## config.mk

```make
export PLATFORM = sky130hd
export DESIGN_NAME = selective_repeat_receive_window_unit_flat
export DESIGN_NICKNAME = d
export VERILOG_FILES = /design/src/rtl/srrw_pkg.sv /design/src/rtl/srrw_req_if.sv /design/src/rtl/srrw_rsp_if.sv /design/src/rtl/srrw_csr.sv /design/src/rtl/srrw_ctrl.sv /design/src/rtl/srrw_datapath.sv /design/src/rtl/selective_repeat_receive_window_unit.sv /design/src/flat_wrapper.sv
export SDC_FILE = /design/constraint.sdc
export NUM_CORES = 2
export LEC_CHECK = 0
export ABC_CLOCK_PERIOD_IN_PS = 7750
export BUFFER_PORTS_ARGS = -buffer_cell sky130_fd_sc_hd__buf_4
export CAP_MARGIN = 25
export CORE_ASPECT_RATIO = 1.75
export CORE_MARGIN = 5
export CORE_UTILIZATION = 30
export DETAILED_ROUTE_END_ITERATION = 10
export PLACE_DENSITY_LB_ADDON = 0.12
export SLEW_MARGIN = 30
export SYNTH_ARGS = -nofsm -noshare
export SYNTH_HDL_FRONTEND = slang
export SYNTH_SLANG_ARGS = --single-unit
```

## constraint.sdc

```tcl
create_clock -name clock -period 7.75 [get_ports clock]
set_input_delay 0.3875 -clock clock [delete_from_list [all_inputs] [get_ports clock]]
set_output_delay 0.3875 -clock clock [all_outputs]
set_load 0.01 [all_outputs]
```

## src/rtl/srrw_pkg.sv

```systemverilog
// Shared types, field widths and register codes of the selective-repeat
// receive window. No dependencies.
`timescale 1ns / 1ps

package srrw_pkg;

   // Default sizing, handed to the top level parameters
   localparam int WINDOW_MAX_DEF       = 128;
   localparam int FRAMES_MAX_DEF       = 1024;
   localparam int FRAME_DATA_BYTES_DEF = 1024;

   // Fixed field widths
   localparam int SEQ_W    = 10;
   localparam int PAY_W    = 11;
   localparam int OFFSET_W = 20;
   localparam int LENGTH_W = 21;
   localparam int WREG_W   = 8;
   localparam int FREG_W   = 11;
   localparam int EXP_W    = 11;   // frame count, holds seq + 1 and the clamped register
   localparam int NEXT_W   = 11;   // next expected sequence, 0 .. 1024

   // Register file
   localparam int CSR_ADDR_W = 3;
   localparam int CSR_DATA_W = 32;
   localparam logic REG_WINDOW = 1'b0;
   localparam logic REG_FRAMES = 1'b1;

   localparam logic [WREG_W-1:0] WINDOW_RESET = 8'd100;
   localparam logic [FREG_W-1:0] FRAMES_RESET = 11'd1000;

   typedef struct packed {
      logic [SEQ_W-1:0] seq_number;
      logic             frame_bad;
      logic             end_of_transfer;
      logic [PAY_W-1:0] payload_bytes;
   } req_item_type;

   typedef struct packed {
      logic [SEQ_W-1:0]    ack_number;
      logic                ack_negative;
      logic                store_payload;
      logic [OFFSET_W-1:0] store_offset;
      logic                buffer_complete;
      logic [LENGTH_W-1:0] buffer_length;
      logic                transfer_done;
   } rsp_item_type;

   // Controller to datapath
   typedef struct packed {
      logic capture;
      logic commit;
   } ctrl_cmd_type;

   // Controller to channel handshake
   typedef struct packed {
      logic req_ready;
      logic rsp_valid;
   } hs_type;

endpackage

```

## src/rtl/srrw_req_if.sv

```systemverilog
// Input channel: one frame header per transfer.
// Depends on srrw_pkg for the field widths.
`timescale 1ns / 1ps

interface srrw_req_if;
   import srrw_pkg::*;

   logic             valid;
   logic             ready;
   logic [SEQ_W-1:0] seq_number;
   logic             frame_bad;
   logic             end_of_transfer;
   logic [PAY_W-1:0] payload_bytes;

   modport source (output valid, seq_number, frame_bad, end_of_transfer, payload_bytes,
                   input ready);
   modport sink   (input valid, seq_number, frame_bad, end_of_transfer, payload_bytes,
                   output ready);
endinterface

```

## src/rtl/srrw_rsp_if.sv

```systemverilog
// Result channel: one acknowledgement and store decision per transfer.
// Depends on srrw_pkg for the field widths.
`timescale 1ns / 1ps

interface srrw_rsp_if;
   import srrw_pkg::*;

   logic                valid;
   logic                ready;
   logic [SEQ_W-1:0]    ack_number;
   logic                ack_negative;
   logic                store_payload;
   logic [OFFSET_W-1:0] store_offset;
   logic                buffer_complete;
   logic [LENGTH_W-1:0] buffer_length;
   logic                transfer_done;

   modport source (output valid, ack_number, ack_negative, store_payload, store_offset,
                   buffer_complete, buffer_length, transfer_done,
                   input ready);
   modport sink   (input valid, ack_number, ack_negative, store_payload, store_offset,
                   buffer_complete, buffer_length, transfer_done,
                   output ready);
endinterface

```

## src/rtl/srrw_csr.sv

```systemverilog
// Configuration registers behind the APB-style port, with clamped values.
// Depends on srrw_pkg.
`timescale 1ns / 1ps

module srrw_csr #(
   parameter int WINDOW_MAX = srrw_pkg::WINDOW_MAX_DEF,
   parameter int FRAMES_MAX = srrw_pkg::FRAMES_MAX_DEF
) (
   input  logic                             clock,
   input  logic                             reset,
   input  logic                             psel,
   input  logic                             penable,
   input  logic                             pwrite,
   input  logic [srrw_pkg::CSR_ADDR_W-1:0]  paddr,
   input  logic [srrw_pkg::CSR_DATA_W-1:0]  pwdata,
   output logic [srrw_pkg::CSR_DATA_W-1:0]  prdata,
   output logic [$clog2(WINDOW_MAX+1)-1:0]  win_eff,
   output logic [srrw_pkg::EXP_W-1:0]       frames_eff,
   output logic                             frames_load
);
   import srrw_pkg::*;

   localparam int WIN_W = $clog2(WINDOW_MAX + 1);

   logic [WREG_W-1:0] window_ff, window_in;
   logic [FREG_W-1:0] frames_ff, frames_in;
   logic              wr_strobe;
   logic              reg_sel;

   assign wr_strobe = psel && penable && pwrite;
   assign reg_sel   = paddr[2];

   // Decode the write transfer
   always_comb begin
      window_in   = window_ff;
      frames_in   = frames_ff;
      frames_load = 1'b0;
      if (wr_strobe) begin
         case (reg_sel)
            REG_WINDOW: window_in = pwdata[WREG_W-1:0];
            REG_FRAMES: begin
               frames_in   = pwdata[FREG_W-1:0];
               frames_load = 1'b1;
            end
            default: ;
         endcase
      end
   end

   always_ff @(posedge clock) begin
      if (reset) begin
         window_ff <= WINDOW_RESET;
         frames_ff <= FRAMES_RESET;
      end else begin
         window_ff <= window_in;
         frames_ff <= frames_in;
      end
   end

   // Read back the raw register values
   always_comb begin
      case (reg_sel)
         REG_WINDOW: prdata = CSR_DATA_W'(window_ff);
         REG_FRAMES: prdata = CSR_DATA_W'(frames_ff);
         default:    prdata = '0;
      endcase
   end

   // Clamp the window to 1 .. WINDOW_MAX
   always_comb begin
      if (window_ff == '0)
         win_eff = WIN_W'(1);
      else if (32'(window_ff) > WINDOW_MAX)
         win_eff = WIN_W'(WINDOW_MAX);
      else
         win_eff = WIN_W'(window_ff);
   end

   // Clamp the frame count to 1 .. FRAMES_MAX; follows the value being written
   always_comb begin
      if (frames_in == '0)
         frames_eff = EXP_W'(1);
      else if (32'(frames_in) > FRAMES_MAX)
         frames_eff = EXP_W'(FRAMES_MAX);
      else
         frames_eff = EXP_W'(frames_in);
   end

endmodule

```

## src/rtl/srrw_ctrl.sv

```systemverilog
// Controller: sequences capture and commit of one frame header and owns
// the result valid flag. Depends on srrw_pkg.
`timescale 1ns / 1ps

module srrw_ctrl (
   input  logic                   clock,
   input  logic                   reset,
   input  logic                   req_valid,
   input  logic                   rsp_ready,
   output srrw_pkg::ctrl_cmd_type cmd,
   output srrw_pkg::hs_type       hs
);
   import srrw_pkg::*;

   localparam logic ST_IDLE  = 1'b0;
   localparam logic ST_SLIDE = 1'b1;

   logic state_ff, state_in;
   logic rsp_valid_ff, rsp_valid_in;
   logic out_free;

   assign out_free    = !rsp_valid_ff || rsp_ready;
   assign hs.req_ready = (state_ff == ST_IDLE);
   assign hs.rsp_valid = rsp_valid_ff;
   assign cmd.capture  = (state_ff == ST_IDLE) && req_valid;
   assign cmd.commit   = (state_ff == ST_SLIDE) && out_free;

   // Advance on capture, hold in slide until the output register frees up
   always_comb begin
      state_in = state_ff;
      case (state_ff)
         ST_IDLE:  if (req_valid) state_in = ST_SLIDE;
         ST_SLIDE: if (out_free) state_in = ST_IDLE;
         default:  state_in = ST_IDLE;
      endcase
   end

   // Load the result on commit, drop it once transferred
   assign rsp_valid_in = cmd.commit || (rsp_valid_ff && !rsp_ready);

   always_ff @(posedge clock) begin
      if (reset) begin
         state_ff     <= ST_IDLE;
         rsp_valid_ff <= 1'b0;
      end else begin
         state_ff     <= state_in;
         rsp_valid_ff <= rsp_valid_in;
      end
   end

endmodule

```

## src/rtl/srrw_datapath.sv

```systemverilog
// Datapath: window state, mark bitmap, grouped first-zero search, slide
// and result register. Depends on srrw_pkg.
`timescale 1ns / 1ps

module srrw_datapath #(
   parameter int WINDOW_MAX       = srrw_pkg::WINDOW_MAX_DEF,
   parameter int FRAMES_MAX       = srrw_pkg::FRAMES_MAX_DEF,
   parameter int FRAME_DATA_BYTES = srrw_pkg::FRAME_DATA_BYTES_DEF
) (
   input  logic                            clock,
   input  logic                            reset,
   input  srrw_pkg::ctrl_cmd_type          cmd,
   input  srrw_pkg::req_item_type          req_item,
   input  logic [$clog2(WINDOW_MAX+1)-1:0] win_eff,
   input  logic [srrw_pkg::EXP_W-1:0]      frames_eff,
   input  logic                            frames_load,
   output srrw_pkg::rsp_item_type          rsp_item
);
   import srrw_pkg::*;

   localparam int WIN_W  = $clog2(WINDOW_MAX + 1);
   localparam int IDX_W  = (WINDOW_MAX > 1) ? $clog2(WINDOW_MAX) : 1;
   localparam int GRP    = 16;
   localparam int POS_W  = $clog2(GRP);
   localparam int NG     = WINDOW_MAX / GRP + 1;
   localparam int PAD_W  = NG * GRP;
   localparam int CMP_W  = ((NEXT_W > WIN_W) ? NEXT_W : WIN_W) + 1;
   localparam int FDB_W  = $clog2(FRAME_DATA_BYTES + 1);
   localparam int PAYC_W = (PAY_W > FDB_W) ? PAY_W : FDB_W;
   localparam int PROD_W = EXP_W + FDB_W;
   localparam int EXP_RESET = (32'(FRAMES_RESET) > FRAMES_MAX) ? FRAMES_MAX
                                                                : 32'(FRAMES_RESET);
   localparam logic [LENGTH_W-1:0] FINAL_RESET = LENGTH_W'(EXP_RESET * FRAME_DATA_BYTES);

   // Window state
   logic [WINDOW_MAX-1:0] marks_ff, marks_in;
   logic [NEXT_W-1:0]     next_ff, next_in;
   logic [EXP_W-1:0]      expected_ff, expected_in;
   logic [LENGTH_W-1:0]   final_ff, final_in;
   logic                  ending_ff, ending_in;
   logic                  finished_ff, finished_in;

   // Captured header and search results
   req_item_type          item_ff;
   logic                  head_ff;
   logic                  newmark_ff;
   logic [IDX_W-1:0]      idx_ff;
   logic [NG-1:0]         grp_zero_ff;
   logic [NG-1:0][POS_W-1:0] grp_pos_ff;

   // Capture-side logic
   logic [CMP_W-1:0]      seq_x, next_x, win_x, exp_x, diff_x;
   logic                  in_win;
   logic [IDX_W-1:0]      idx_c;
   logic                  head_c, newmark_c;
   logic [PAD_W-1:0]      marks_pad, masked;
   logic [NG-1:0]         grp_zero_c;
   logic [NG-1:0][POS_W-1:0] grp_pos_c;

   // Commit-side logic
   logic [WIN_W-1:0]      shift;
   logic [NEXT_W:0]       next_sum;
   logic [NEXT_W-1:0]     next_step;
   logic [WINDOW_MAX-1:0] marks_step;
   logic                  accepted, take_end;
   logic [PAYC_W-1:0]     pay_c;
   logic [PROD_W-1:0]     seq_prod;
   logic [EXP_W-1:0]      exp_step;
   logic [LENGTH_W-1:0]   final_step, final_load;
   logic                  ending_step;
   logic                  complete;

   // Window test on the incoming header
   always_comb begin
      seq_x  = CMP_W'(req_item.seq_number);
      next_x = CMP_W'(next_ff);
      win_x  = CMP_W'(win_eff);
      exp_x  = CMP_W'(expected_ff);
      diff_x = seq_x - next_x;
      idx_c  = diff_x[IDX_W-1:0];
      in_win = !req_item.frame_bad && (seq_x >= next_x) && (seq_x < next_x + win_x)
               && (seq_x < exp_x);
      head_c    = in_win && (diff_x == '0);
      newmark_c = in_win && (diff_x != '0) && !marks_ff[idx_c];
   end

   // Mask the bitmap to the window, force the head, search each group
   always_comb begin
      marks_pad = PAD_W'(marks_ff);
      for (int i = 0; i < PAD_W; i++) begin
         masked[i] = (i == 0) || (marks_pad[i] && (32'(i) < 32'(win_eff)));
      end
      for (int g = 0; g < NG; g++) begin
         grp_zero_c[g] = !(&masked[g*GRP +: GRP]);
         grp_pos_c[g]  = '0;
         for (int k = GRP - 1; k >= 0; k--) begin
            if (!masked[g*GRP + k]) grp_pos_c[g] = POS_W'(k);
         end
      end
   end

   always_ff @(posedge clock) begin
      if (cmd.capture) begin
         item_ff     <= req_item;
         head_ff     <= head_c;
         newmark_ff  <= newmark_c;
         idx_ff      <= idx_c;
         grp_zero_ff <= grp_zero_c;
         grp_pos_ff  <= grp_pos_c;
      end
   end

   // Merge the groups into the slide distance
   always_comb begin
      shift = WIN_W'(WINDOW_MAX);
      for (int g = NG - 1; g >= 0; g--) begin
         if (grp_zero_ff[g]) shift = WIN_W'(g * GRP + 32'(grp_pos_ff[g]));
      end
   end

   // Slide or mark, then apply end-of-transfer and the completion check
   always_comb begin
      accepted   = head_ff || newmark_ff;
      next_sum   = (NEXT_W+1)'(next_ff) + (NEXT_W+1)'(head_ff ? shift : '0);
      next_step  = next_sum[NEXT_W-1:0];
      if (head_ff)
         marks_step = marks_ff >> shift;
      else if (newmark_ff)
         marks_step = marks_ff | (WINDOW_MAX'(1) << idx_ff);
      else
         marks_step = marks_ff;

      if (32'(item_ff.payload_bytes) > FRAME_DATA_BYTES)
         pay_c = PAYC_W'(FRAME_DATA_BYTES);
      else
         pay_c = PAYC_W'(item_ff.payload_bytes);
      seq_prod = PROD_W'(item_ff.seq_number) * PROD_W'(FRAME_DATA_BYTES);

      take_end    = accepted && item_ff.end_of_transfer;
      exp_step    = take_end ? EXP_W'(item_ff.seq_number) + EXP_W'(1) : expected_ff;
      final_step  = take_end ? LENGTH_W'(seq_prod + PROD_W'(pay_c)) : final_ff;
      ending_step = take_end || ending_ff;
      complete    = !finished_ff && (next_step >= exp_step);

      final_load = LENGTH_W'(PROD_W'(frames_eff) * PROD_W'(FRAME_DATA_BYTES));
   end

   // Next state of the window
   always_comb begin
      marks_in    = marks_ff;
      next_in     = next_ff;
      expected_in = expected_ff;
      final_in    = final_ff;
      ending_in   = ending_ff;
      finished_in = finished_ff;
      if (cmd.commit && !finished_ff) begin
         if (complete) begin
            marks_in    = '0;
            next_in     = '0;
            expected_in = frames_eff;
            final_in    = final_load;
            ending_in   = 1'b0;
            finished_in = ending_step;
         end else begin
            marks_in    = marks_step;
            next_in     = next_step;
            expected_in = exp_step;
            final_in    = final_step;
            ending_in   = ending_step;
         end
      end else if (frames_load && !ending_ff) begin
         expected_in = frames_eff;
         final_in    = final_load;
      end
   end

   always_ff @(posedge clock) begin
      if (reset) begin
         marks_ff    <= '0;
         next_ff     <= '0;
         expected_ff <= EXP_W'(EXP_RESET);
         final_ff    <= FINAL_RESET;
         ending_ff   <= 1'b0;
         finished_ff <= 1'b0;
      end else begin
         marks_ff    <= marks_in;
         next_ff     <= next_in;
         expected_ff <= expected_in;
         final_ff    <= final_in;
         ending_ff   <= ending_in;
         finished_ff <= finished_in;
      end
   end

   // Load the result register on commit
   always_ff @(posedge clock) begin
      if (cmd.commit) begin
         rsp_item.ack_number      <= item_ff.seq_number;
         rsp_item.ack_negative    <= item_ff.frame_bad;
         rsp_item.store_payload   <= !finished_ff && accepted;
         rsp_item.store_offset    <= (!finished_ff && accepted) ? OFFSET_W'(seq_prod) : '0;
         rsp_item.buffer_complete <= complete;
         rsp_item.buffer_length   <= complete ? final_step : '0;
         rsp_item.transfer_done   <= finished_ff || (complete && ending_step);
      end
   end

endmodule

```

## src/rtl/selective_repeat_receive_window_unit.sv

```systemverilog
// Top level of the selective-repeat receive window: controller, datapath
// and register file. Depends on srrw_pkg, srrw_req_if, srrw_rsp_if.
//
//   channel  direction  transfer unit
//   req_ch   in         one received frame header
//   rsp_ch   out        one acknowledgement with store and completion flags
//   APB      in/out     window_length at 0x0, frames_per_buffer at 0x4
//
// Each header is handled in a capture step and a commit step: capture runs
// the per-group first-zero search over the mark bitmap, commit merges the
// groups, slides the bitmap and updates the window state.
// The result register lets the next header be captured while a result waits;
// commit holds while the previous result has not been taken.
// Reset is synchronous and clears the bitmap flip-flops.
`timescale 1ns / 1ps

module selective_repeat_receive_window_unit #(
   parameter int WINDOW_MAX       = srrw_pkg::WINDOW_MAX_DEF,
   parameter int FRAMES_MAX       = srrw_pkg::FRAMES_MAX_DEF,
   parameter int FRAME_DATA_BYTES = srrw_pkg::FRAME_DATA_BYTES_DEF
) (
   input  logic                            clock,
   input  logic                            reset,
   srrw_req_if.sink                        req_ch,
   srrw_rsp_if.source                      rsp_ch,
   input  logic                            psel,
   input  logic                            penable,
   input  logic                            pwrite,
   input  logic [srrw_pkg::CSR_ADDR_W-1:0] paddr,
   input  logic [srrw_pkg::CSR_DATA_W-1:0] pwdata,
   output logic [srrw_pkg::CSR_DATA_W-1:0] prdata,
   output logic                            pready
);
   import srrw_pkg::*;

   ctrl_cmd_type                    cmd;
   hs_type                          hs;
   req_item_type                    req_item;
   rsp_item_type                    rsp_item;
   logic [$clog2(WINDOW_MAX+1)-1:0] win_eff;
   logic [EXP_W-1:0]                frames_eff;
   logic                            frames_load;

   assign pready = 1'b1;

   // Bundle the input channel payload
   assign req_item.seq_number      = req_ch.seq_number;
   assign req_item.frame_bad       = req_ch.frame_bad;
   assign req_item.end_of_transfer = req_ch.end_of_transfer;
   assign req_item.payload_bytes   = req_ch.payload_bytes;
   assign req_ch.ready             = hs.req_ready;

   // Drive the result channel
   assign rsp_ch.valid           = hs.rsp_valid;
   assign rsp_ch.ack_number      = rsp_item.ack_number;
   assign rsp_ch.ack_negative    = rsp_item.ack_negative;
   assign rsp_ch.store_payload   = rsp_item.store_payload;
   assign rsp_ch.store_offset    = rsp_item.store_offset;
   assign rsp_ch.buffer_complete = rsp_item.buffer_complete;
   assign rsp_ch.buffer_length   = rsp_item.buffer_length;
   assign rsp_ch.transfer_done   = rsp_item.transfer_done;

   srrw_csr #(
      .WINDOW_MAX (WINDOW_MAX),
      .FRAMES_MAX (FRAMES_MAX)
   ) u_csr (
      .clock       (clock),
      .reset       (reset),
      .psel        (psel),
      .penable     (penable),
      .pwrite      (pwrite),
      .paddr       (paddr),
      .pwdata      (pwdata),
      .prdata      (prdata),
      .win_eff     (win_eff),
      .frames_eff  (frames_eff),
      .frames_load (frames_load)
   );

   srrw_ctrl u_ctrl (
      .clock     (clock),
      .reset     (reset),
      .req_valid (req_ch.valid),
      .rsp_ready (rsp_ch.ready),
      .cmd       (cmd),
      .hs        (hs)
   );

   srrw_datapath #(
      .WINDOW_MAX       (WINDOW_MAX),
      .FRAMES_MAX       (FRAMES_MAX),
      .FRAME_DATA_BYTES (FRAME_DATA_BYTES)
   ) u_datapath (
      .clock       (clock),
      .reset       (reset),
      .cmd         (cmd),
      .req_item    (req_item),
      .win_eff     (win_eff),
      .frames_eff  (frames_eff),
      .frames_load (frames_load),
      .rsp_item    (rsp_item)
   );

endmodule
```

## src/flat_wrapper.sv

```systemverilog
// flat-port wrapper written by rule: the top's interface ports become plain ports
module selective_repeat_receive_window_unit_flat import srrw_pkg::*;
#(
   parameter int WINDOW_MAX       = srrw_pkg::WINDOW_MAX_DEF,
   parameter int FRAMES_MAX       = srrw_pkg::FRAMES_MAX_DEF,
   parameter int FRAME_DATA_BYTES = srrw_pkg::FRAME_DATA_BYTES_DEF
)
  (clock, reset, psel, penable, pwrite, paddr, pwdata, prdata, pready, req_ch_valid, req_ch_seq_number, req_ch_frame_bad, req_ch_end_of_transfer, req_ch_payload_bytes, req_ch_ready, rsp_ch_valid, rsp_ch_ack_number, rsp_ch_ack_negative, rsp_ch_store_payload, rsp_ch_store_offset, rsp_ch_buffer_complete, rsp_ch_buffer_length, rsp_ch_transfer_done, rsp_ch_ready);
  srrw_req_if req_ch_i ();
  srrw_rsp_if rsp_ch_i ();
  input  logic clock;
  input  logic reset;
  input  logic psel;
  input  logic penable;
  input  logic pwrite;
  input  logic [srrw_pkg::CSR_ADDR_W-1:0] paddr;
  input  logic [srrw_pkg::CSR_DATA_W-1:0] pwdata;
  output logic [srrw_pkg::CSR_DATA_W-1:0] prdata;
  output logic pready;
  input wire logic [$bits(req_ch_i.valid)-1:0] req_ch_valid;
  input wire logic [$bits(req_ch_i.seq_number)-1:0] req_ch_seq_number;
  input wire logic [$bits(req_ch_i.frame_bad)-1:0] req_ch_frame_bad;
  input wire logic [$bits(req_ch_i.end_of_transfer)-1:0] req_ch_end_of_transfer;
  input wire logic [$bits(req_ch_i.payload_bytes)-1:0] req_ch_payload_bytes;
  output wire logic [$bits(req_ch_i.ready)-1:0] req_ch_ready;
  output wire logic [$bits(rsp_ch_i.valid)-1:0] rsp_ch_valid;
  output wire logic [$bits(rsp_ch_i.ack_number)-1:0] rsp_ch_ack_number;
  output wire logic [$bits(rsp_ch_i.ack_negative)-1:0] rsp_ch_ack_negative;
  output wire logic [$bits(rsp_ch_i.store_payload)-1:0] rsp_ch_store_payload;
  output wire logic [$bits(rsp_ch_i.store_offset)-1:0] rsp_ch_store_offset;
  output wire logic [$bits(rsp_ch_i.buffer_complete)-1:0] rsp_ch_buffer_complete;
  output wire logic [$bits(rsp_ch_i.buffer_length)-1:0] rsp_ch_buffer_length;
  output wire logic [$bits(rsp_ch_i.transfer_done)-1:0] rsp_ch_transfer_done;
  input wire logic [$bits(rsp_ch_i.ready)-1:0] rsp_ch_ready;
  assign req_ch_i.valid = req_ch_valid;
  assign req_ch_i.seq_number = req_ch_seq_number;
  assign req_ch_i.frame_bad = req_ch_frame_bad;
  assign req_ch_i.end_of_transfer = req_ch_end_of_transfer;
  assign req_ch_i.payload_bytes = req_ch_payload_bytes;
  assign req_ch_ready = req_ch_i.ready;
  assign rsp_ch_valid = rsp_ch_i.valid;
  assign rsp_ch_ack_number = rsp_ch_i.ack_number;
  assign rsp_ch_ack_negative = rsp_ch_i.ack_negative;
  assign rsp_ch_store_payload = rsp_ch_i.store_payload;
  assign rsp_ch_store_offset = rsp_ch_i.store_offset;
  assign rsp_ch_buffer_complete = rsp_ch_i.buffer_complete;
  assign rsp_ch_buffer_length = rsp_ch_i.buffer_length;
  assign rsp_ch_transfer_done = rsp_ch_i.transfer_done;
  assign rsp_ch_i.ready = rsp_ch_ready;
  selective_repeat_receive_window_unit #(.WINDOW_MAX(WINDOW_MAX), .FRAMES_MAX(FRAMES_MAX), .FRAME_DATA_BYTES(FRAME_DATA_BYTES)) u_core (.clock(clock), .reset(reset), .req_ch(req_ch_i), .rsp_ch(rsp_ch_i), .psel(psel), .penable(penable), .pwrite(pwrite), .paddr(paddr), .pwdata(pwdata), .prdata(prdata), .pready(pready));
endmodule
```

==> out/metrics.cfg <==
[synth]
ys.flop_type=dfxtp_1
synth_area_leader_cell=dfxtp_1
yosys-top-cells-count=nand2_1 (440), nor2_1 (371), mux2i_1 (363), a21oi_1 (279), o21ai_0 (219)
postSynthAreaPerCell_um2=7.85
yosysWarnings=0
synth_top_area_frac=0.131
synth_enable_flop_cells=117
async_flop_share=0
ys_seq_elements=311
ys_seq_area_frac=0.249
synth.distinct_cells=91
netlist_top_cells_area=dfxtp_1 (13%), mux2i_1 (12%), edfxtp_1 (12%)
syn_inst=3775
synth_area_um2=29600
synth.most_common_cell=nand2_1

[drt]
drt_iter0_drc=4203
ant_nets=0
vias=34000
post-route-drc-count=0
wl_per_cell_um=40.5
wl_mm=209
viasPerCell=6.59
drtPass1Iterations=6

[placement]
dp_hpwl_mm=160
gp_congestion=1.10
dp.cells=5048
portBuffers=99
dp_slack_ns=0.537

[sta]
final.min_clock_period_ns=7.41
skew_ns=0.0278
drv_slew=0
worst_pin_slew_ns=1.20
max_freq_ghz=0.135
setup-tns-final_ns=0
fin_ws_ns=0.342
finalSetupViolCount=0
rsz0062_at_grt=no
slew_headroom=0.203
finalHoldViolations=0
period_share=0.956

[critical_path]
cp-start-kind=flop
worst_path_most_repeated_cell=o21ai_0
end_kind=flop
arrival_ns=7.97
slowest_delay_ns=0.73
cp.required_ns=8.31
rr_worst_depth=29
path_max_fanout=9
crit_slowest_cell=edfxtp_1
critical_path_class=flop to flop

[grt]
grt_max_degree=107
grt_pass1_wl_mm=281
grt_usage=0.385
antenna_found_initial=17
grt_remaining_overflow=0
grt_pass1_vias=33000

[clock_network]
clk_pin_slew_ns=0.06
cts_setup_buffers=0
cts-root-buf=clkbuf_16
clockBufferDepth=3
clkLatencyLatePin_ns=0.61
cts_buffers=37
tritoncts=yes
clock-sinks=311
htree_levels=2

[cells_and_area]
fillers=10600
syn2layout_area_growth_pct=13.8
fin_nets=3926
drive_above_1_share=0.146
instances_no_fill=5152

[die]
die_area_um2=105000
pin_count=155
die_w_um=248
core_um2=98100
start_util=0.302
dieHeight_um=426
fp-row-count=152

[hold_path]
hold_depth=1
hold_path_class=input port to flop

[power_and_ir_drop]
p_leak_uw=0.0126
max-vdd-ir-drop_mv=0.157
powerDensity_nw_per_um2=150
power.total_uw=5060

[run]
maxCapViolCount=0

[run_status]
status=complete, no violations

-- report_power, final --
group          leakage, uW  switching (uW)  total, uW  internal (uW)
Combinational      0.00932             894       1270            380
Clock             0.000606             849       1910           1060
Sequential         0.00269             114       1880           1770
Total               0.0126            1860       5060           3210
-- metrics by stage --
stage               hold WS, ns  cell area, um2   util
floorplan                 0.400           29800      -
global placement          0.400           32100  0.327
detailed placement        0.405           32200  0.328
CTS                     0.00290           33600  0.342
global route            0.00339           33700  0.344
finish                   0.0150           33800  0.344
-- metal layers --
| layer | GRT usage | share of wire | up-vias | wire length (um) |
|---|---|---|---|---|
| met5 | 0 | 0.00044 | - | 92 |
| met4 | 0.415 | 0.15 | 14 | 30700 |
| met2 | 0.638 | 0.47 | 2253 | 97200 |
| met3 | 0.0748 | 0.070 | 936 | 14700 |
| li1 | - | - | 14300 | - |
| met1 | 0.381 | 0.32 | 16500 | 65900 |
-- worst max-delay path: cells and delay by family, from the launching register on --
kind / cells / cell delay (ns)
compound gates: 11 / 2.81
flops: 1 / 0.73
xor+xnor: 1 / 0.18
fa+ha+maj: 2 / 0.56
simple gates: 9 / 1.87
buf+inv: 6 / 1.19
-- cells in the final DEF (no fill, tap or decap), drive strengths merged, types with 64 or more instances in the layout --
master,count
nand3,120
o22ai,64
nor3,86
a211oi,80
o211ai,69
mux2i,363
dfxtp,194
buf,300
nand2,440
a21oi,281
o21ai,222
inv,83
nor2,371
edfxtp,117
a22oi,76
-- state kept, by name, summed over array words and instances (netlist names), 8 cells and up --
name / cells
u_core.u_datapath.expected_ff: 11
u_core.u_datapath.rsp_item: 45
u_core.u_datapath.grp_pos_ff: 32
u_core.u_datapath.grp_zero_ff: 8
u_core.u_csr.frames_ff: 11
u_core.u_datapath.final_ff: 21
u_core.u_datapath.item_ff: 23
u_core.u_datapath.marks_ff: 128
u_core.u_datapath.next_ff: 11
u_core.u_csr.window_ff: 8
-- kinds of logic (layout without fill, tap and decap cells) --
| group | after synthesis | in the layout | share of synthesized area |
|---|---|---|---|
| compound gates | 1223 | 1223 | 0.282 |
| xor+xnor | 31 | 31 | 0.00916 |
| fa+ha+maj | 61 | 61 | 0.0265 |
| buf+inv | 440 | 463 | 0.0679 |
| flops | 311 | 311 | 0.249 |
| mux | 467 | 467 | 0.178 |
| other cells | 2 | 47 | 0.000253 |
| simple gates | 1240 | 1240 | 0.187 |
-- timing repair --
item / CTS / global route
endpoints found under the hold margin: 15 / 0
resized for setup: 0 / 1
setup endpoints to repair: 0 / 1
hold buffers: 15 / 0
-- path summary, 6_finish.rpt --
check / start / to / slack, ns
worst max-delay path: u_core.u_datapath.grp_zero_ff[1]$_DFFE_PP_ / u_core.u_datapath.marks_ff[43]$_SDFFE_PP0P_ / 0.34
worst min-delay path: req_ch_seq_number[5] / u_core.u_datapath.item_ff[18]$_DFFE_PP_ / 0.01
worst max register to register: u_core.u_datapath.grp_zero_ff[1]$_DFFE_PP_ / u_core.u_datapath.marks_ff[43]$_SDFFE_PP0P_ / 0.34
worst min register to register: u_core.u_datapath.item_ff[12]$_DFFE_PP_ / u_core.u_datapath.rsp_item[44]$_DFFE_PP_ / 0.42
-- layout make-up --
cell class                      instances  area [um2]  share of cell area
Multi-Input combinational cell       3054       20700               0.613
Clock inverter                         18         158             0.00467
Inverter                               79         297             0.00879
Clock buffer                           49        1080              0.0321
Tap cell                             1309        1640              0.0485
Timing Repair Buffer                  317        2470              0.0731
Antenna cell                           15        37.5             0.00111
Sequential cell                       311        7400               0.219
No activity file was read; power rests on OpenSTA's default activity.
